File: src/rtl/tsc_pkg.sv
// Shared constants and types for the Taylor-series sine, cosine and tangent unit.
`default_nettype none

package tsc_pkg;

  // Series depth: terms 0 to LAST_TERM_INDEX of each series.
  localparam int LAST_TERM_INDEX = 10;
  localparam int NUM_CELLS       = LAST_TERM_INDEX;

  localparam int NUM_LANES = 2;
  localparam int LANE_SIN  = 0;
  localparam int LANE_COS  = 1;
  localparam int LANE_TAN  = 0;
  localparam int LANE_COT  = 1;

  // Internal fixed point: 40 fraction bits.
  localparam int FRAC_BITS   = 40;
  localparam int ANGLE_W     = 32;
  localparam int ANGLE_SHIFT = 12;
  localparam int SQ_SHIFT    = FRAC_BITS - 2 * ANGLE_SHIFT;

  // Series cell datapath widths.
  localparam int X2_W        = 47;
  localparam int H_W         = 54;
  localparam int HMAG_W      = H_W - 1;
  localparam int DIV_W       = 10;
  localparam int RECIP_SHIFT = 47;
  localparam int RECIP_W     = 47;
  localparam int N_LO_W      = 24;
  localparam int DP_W        = 2 * N_LO_W;
  localparam int DA_W        = DP_W + N_LO_W;
  localparam int DPROD_W     = DA_W + N_LO_W;
  localparam int Q_W         = 47;
  localparam int T_W         = X2_W + 1;
  localparam int M_W         = 46;
  localparam int M_LO_W      = 23;
  localparam int H_LO_W      = 27;
  localparam int MP_W        = M_LO_W + H_LO_W;
  localparam int MA_W        = MP_W + M_LO_W + 1;
  localparam int MPROD_W     = MA_W + H_LO_W + 1;
  localparam int SER_STAGES  = 10;

  localparam logic [H_W-1:0] Q_ONE = {{(H_W-FRAC_BITS-1){1'b0}}, 1'b1, {FRAC_BITS{1'b0}}};

  // Quotient widths.
  localparam int QUO_W    = 32;
  localparam int Q16_BITS = 16;
  localparam int DEN_W    = QUO_W + 1;
  localparam int NUM_W    = QUO_W + Q16_BITS + 1;
  localparam int DIV_CELLS = QUO_W;

  typedef struct packed {
    logic [X2_W-1:0]    x2;
    logic [ANGLE_W-1:0] amag;
    logic               aneg;
  } side_t;

  typedef struct packed {
    side_t                            side;
    logic [NUM_LANES-1:0][H_W-1:0]    h;
  } series_t;

  typedef struct packed {
    logic [DEN_W-1:0] prem;
    logic [QUO_W-1:0] quo;
    logic [DEN_W-1:0] den;
    logic             ovf;
    logic             zero;
    logic             neg;
    logic             num_neg;
  } div_lane_t;

  typedef struct packed {
    logic [ANGLE_W-1:0]              sine;
    logic [ANGLE_W-1:0]              cosine;
    div_lane_t [NUM_LANES-1:0]       lane;
  } div_word_t;

endpackage

`default_nettype wire

File: src/rtl/tsc_div_cell.sv
// One restoring step of the tangent and cotangent quotients: one quotient bit per lane.
`default_nettype none

module tsc_div_cell
  import tsc_pkg::*;
(
  input  wire logic      clk,
  input  wire logic      rst_n,
  input  wire logic      en,
  input  wire logic      in_valid,
  input  wire div_word_t in_data,
  output logic           out_valid,
  output div_word_t      out_data
);

  logic      vld_r;
  div_word_t word_r;
  div_word_t word_nxt;
  logic [DEN_W:0] trial [NUM_LANES];
  logic           ge    [NUM_LANES];

  always_comb begin
    word_nxt = in_data;
    for (int l = 0; l < NUM_LANES; l++) begin
      // Shift the next numerator bit into the partial remainder.
      trial[l] = {in_data.lane[l].prem, in_data.lane[l].quo[QUO_W-1]};
      ge[l]    = trial[l] >= {1'b0, in_data.lane[l].den};
      word_nxt.lane[l].prem = ge[l] ? DEN_W'(trial[l] - {1'b0, in_data.lane[l].den})
                                    : trial[l][DEN_W-1:0];
      word_nxt.lane[l].quo  = {in_data.lane[l].quo[QUO_W-2:0], ge[l]};
    end
  end

  always_ff @(posedge clk) begin
    if (!rst_n) begin
      vld_r <= 1'b0;
    end else if (en) begin
      vld_r <= in_valid;
    end
  end

  always_ff @(posedge clk) begin
    if (en) begin
      word_r <= word_nxt;
    end
  end

  assign out_valid = vld_r;
  assign out_data  = word_r;

endmodule

`default_nettype wire

File: config.mk
export PLATFORM = sky130hd
export DESIGN_NAME = tsc_div_cell
export DESIGN_NICKNAME = d
export VERILOG_FILES = /design/src/rtl/tsc_pkg.sv /design/src/rtl/tsc_div_cell.sv
export SDC_FILE = /design/constraint.sdc
export NUM_CORES = 1
export LEC_CHECK = 0
export BUFFER_PORTS_ARGS = -buffer_cell sky130_fd_sc_hd__buf_2
export CORE_AREA = 2 2 209 211
export CTS_BUF_LIST = sky130_fd_sc_hd__clkbuf_8
export CTS_CLUSTER_DIAMETER = 60
export DETAILED_ROUTE_END_ITERATION = 6
export DIE_AREA = 0 0 211 213
export GPL_TIMING_DRIVEN = 0
export PLACE_DENSITY_LB_ADDON = 0.15
export REMOVE_ABC_BUFFERS = 1
export SYNTH_ARGS = -nofsm -noshare
export SYNTH_HDL_FRONTEND = slang
export SYNTH_SLANG_ARGS = --single-unit
File: constraint.sdc
create_clock -name clk -period 7.24 [get_ports clk]
set_input_delay 0.724 -clock clk [delete_from_list [all_inputs] [get_ports clk]]
set_output_delay 0.724 -clock clk [all_outputs]
set_load 0.01 [all_outputs]
==> metrics.txt <==
die span in x=211 um; Post-CTS Repair Setup Buffers=0; Synth cell types=66; final setup violating endpoints=0; CTS tree=built; Critical-path top delay cell=a211oi_4; Hold EP=out_data[226]; Largest stage delay, worst path=540 ps; hold path startpoint=in_data[226]; worst-skew pair later-pin latency=600 ps; DR vias=around 9900; Ys Warns=0; P_sw=1198 uW; sw frac=0.2897; sequential fraction of the synthesis area=0.6365; EDFF count, synth=268; total clock sinks=approximately 270; Syn Area/Cell=12.95 sq um; share of cells above drive strength 1=0.4101; sequential share of power=0.468; fin crit share=0.5013; status=finished clean; DRT iter0 DRCs=528; WP buf/inv=5; top cell family by delay on the critical path=compound AO/OA/AOI/OAI gates; Clock power frac=0.333; initial antenna violation count=13; Comb power frac=0.199; CORE AREA=roughly 43000 sq um; ys async rst share=0; Total GRT Usage=0.1735; worst vdd ir=0.1354 mV; IO Port Bufs=540; first-pass GRT wire length=58680 um; area of the die=~45000 sq um; PwrDens=242.9 nW/um^2; DRT antenna net count=0; Pleak=0.007521 uW; post-layout power=4134 uW; largest net degree at the start of global routing=~100; P&R area growth vs syn=34.29%; # DRC=0; Max clock buf depth=3; CTS clk-pin slew, worst paths=~70 ps; Pint=2936 uW; NumNets Final=1892; hold_ws=278.4 ps; RePlAce Congestion=0.8410; H-tree levels=2; Die Ht=213 um; GR Overflow Total=0; crit-path most repeated cell=inv_1; measured slew at the worst slew-check pin=657.8 ps; root buf cell=clkbuf_8; Mapped Area=approximately 13000 sq um; worst-path cell chain=buf_2 -> inv_1 -> ha_1 -> inv_1 -> fa_1 -> a21o_1 -> o21a_1 -> o311a_1 -> o21ai_2 -> a31oi_2 -> a211oi_4 -> buf_8 -> buf_16 -> mux2_1; number of global-route vias before repair=9733; drt first pass iters=5; f_max=0.2755 GHz; Crit Path Max Fanout=15; I/O pins=541; Top FF cell, synth=edfxtp_1; final hold viol count=0; Setup crit start kind=input pin; Setup CP Type=input pin to flip-flop; final cell utilization of the core=0.3987; worst hold path class=input pin to flip-flop; filler instances=~4200; r2r setup slk=about 6700 ps; kind of end point of the critical path=flip-flop; Clock Skew=0 ps; design area=17020 sq um; Total Neg Setup Slack=0 ps; cell count after synthesis=979; starting density of the core=0.2969; total wire length=between 40000 and 50000 um; max-cap violation count=0; hold path depth=1; post_cts resized=0; reg2reg path depth=2; critical path required time=about 7600 ps; RSZ-0062 raised after global routing=no; wire per inst=19.02 um; Slew HR=0.5615; DR vias/cell=~4.6; Reg-to-Reg Start=out_valid; post-synthesis register bit count=269; fin crit period=3629 ps; clock buffer count from CTS=50; Std-Cell Rows=76; hold-fix buffers at CTS=0; Slew Limit Fails=0; hpwl dp=roughly 32000 um; Area after DPL=16090 sq um; crit path DAT=3990 ps; reg2reg end=out_valid
## registers in the layout, summed over array words and instances, names as in the netlist
name	cells
out_data	268
out_valid	1
## metal layers
layer  up-vias  routed length (um)  track usage
li1       4815                   -            -
met1      4653               16000       0.1983
met2       357               20420       0.3031
met3        74                3205      0.05648
met4        14                1022      0.06338
met5         -                 103            0
## through the flow
step | instances | setup slack (ps)
5_1_grt | 2138 | 3440
4_1_cts | 2136 | 3650
3_5_place_dp | 2046 | 2955
6_report | 2142 | 3611
2_1_floorplan | 952 | 1350
3_3_place_gp | 2038 | -362.4
## placed cells by master, fill, tap and decap left out, drive strengths merged, types with 4 or more instances in the layout
cell        n
clkbuf     51
inv        98
xnor2      32
o31ai       9
edfxtp    268
o21ai      89
a31oi       8
nor3       12
nand2b      4
o21a        9
o211ai      8
a211oi     12
nand3      16
o41ai       5
nand3b      4
and3        5
nor2       35
a21o       32
nor2b      10
nand4      14
clkinvlp    4
a21oi      55
buf       548
xor2       23
clkinv     23
diode       6
nand2      97
ha         66
o21bai     11
## worst register-to-register path, stage by stage (launching register included)
cell and delay (ps):
dfxtp_1 310, mux2i_1 120, nor2b_1 60
## logic make-up (layout without fill, tap and decap cells)
family          count (synthesis)  after routing  share of synthesized area
flops                         269            269                     0.6365
compound gates                259            259                     0.1389
simple gates                  210            210                    0.07670
buf+inv                       114            725                    0.03810
fa+ha+maj                      68             68                    0.06831
xor+xnor                       55             55                    0.03801
mux                             4              4                   0.003455
other cells                     0              6                          0
## cell type report
type                    count  area [sq um]  share of cell area
inverters                  87         326.6             0.01919
well taps                 546         683.2             0.04014
flip-flops and latches    269          8068              0.4740
clock inverters            39         216.5             0.01272
clock buffers              51         701.9             0.04124
diodes                      6         15.01           0.0008821
repair buffers            548          2872              0.1687
multi-input cells         596          4139              0.2432
## cells in the mapped netlist, types with 10 or more instances
master | number | area [sq um]
a211oi_1 | 11 | 82.58
a21o_1 | 32 | 240.2
a21oi_1 | 55 | 275.3
clkbuf_1 | 13 | 48.80
edfxtp_1 | 268 | 8048
ha_1 | 66 | 825.8
inv_1 | 87 | 326.6
nand2_1 | 97 | 364.1
nand3_1 | 16 | 80.08
nand4_1 | 14 | 87.58
nor2_1 | 35 | 131.4
nor2b_1 | 10 | 62.56
nor3_1 | 11 | 55.05
o21ai_0 | 56 | 280.3
o21ai_2 | 29 | 254.0
o21bai_1 | 11 | 82.58
xnor2_1 | 32 | 280.3
xor2_1 | 23 | 201.4
## how the worst max path moves through the flow
stage               slack, ps  cells past startpoint            to        start
floorplan                1350                     11  out_data[70]  in_data[68]
global placement         -360                     12  out_data[98]  in_data[68]
detailed placement       2960                     14  out_data[70]  in_data[68]
CTS                      3650                     14  out_data[70]  in_data[68]
global route             3440                     14  out_data[70]  in_data[68]
finish                   3610                     14  out_data[70]  in_data[68]
## power groups by stage
stage | Sequential (uW) | Clock (uW) | Combinational [uW]
2_1_floorplan | 2060 | 0 | 350
3_3_place_gp | 1980 | 0 | 816
3_5_place_dp | 1970 | 0 | 832
4_1_cts | 1940 | 1450 | 836
5_1_grt | 1950 | 1500 | 906
6_report | 1930 | 1380 | 822
Power figures use the tool's default switching activity.
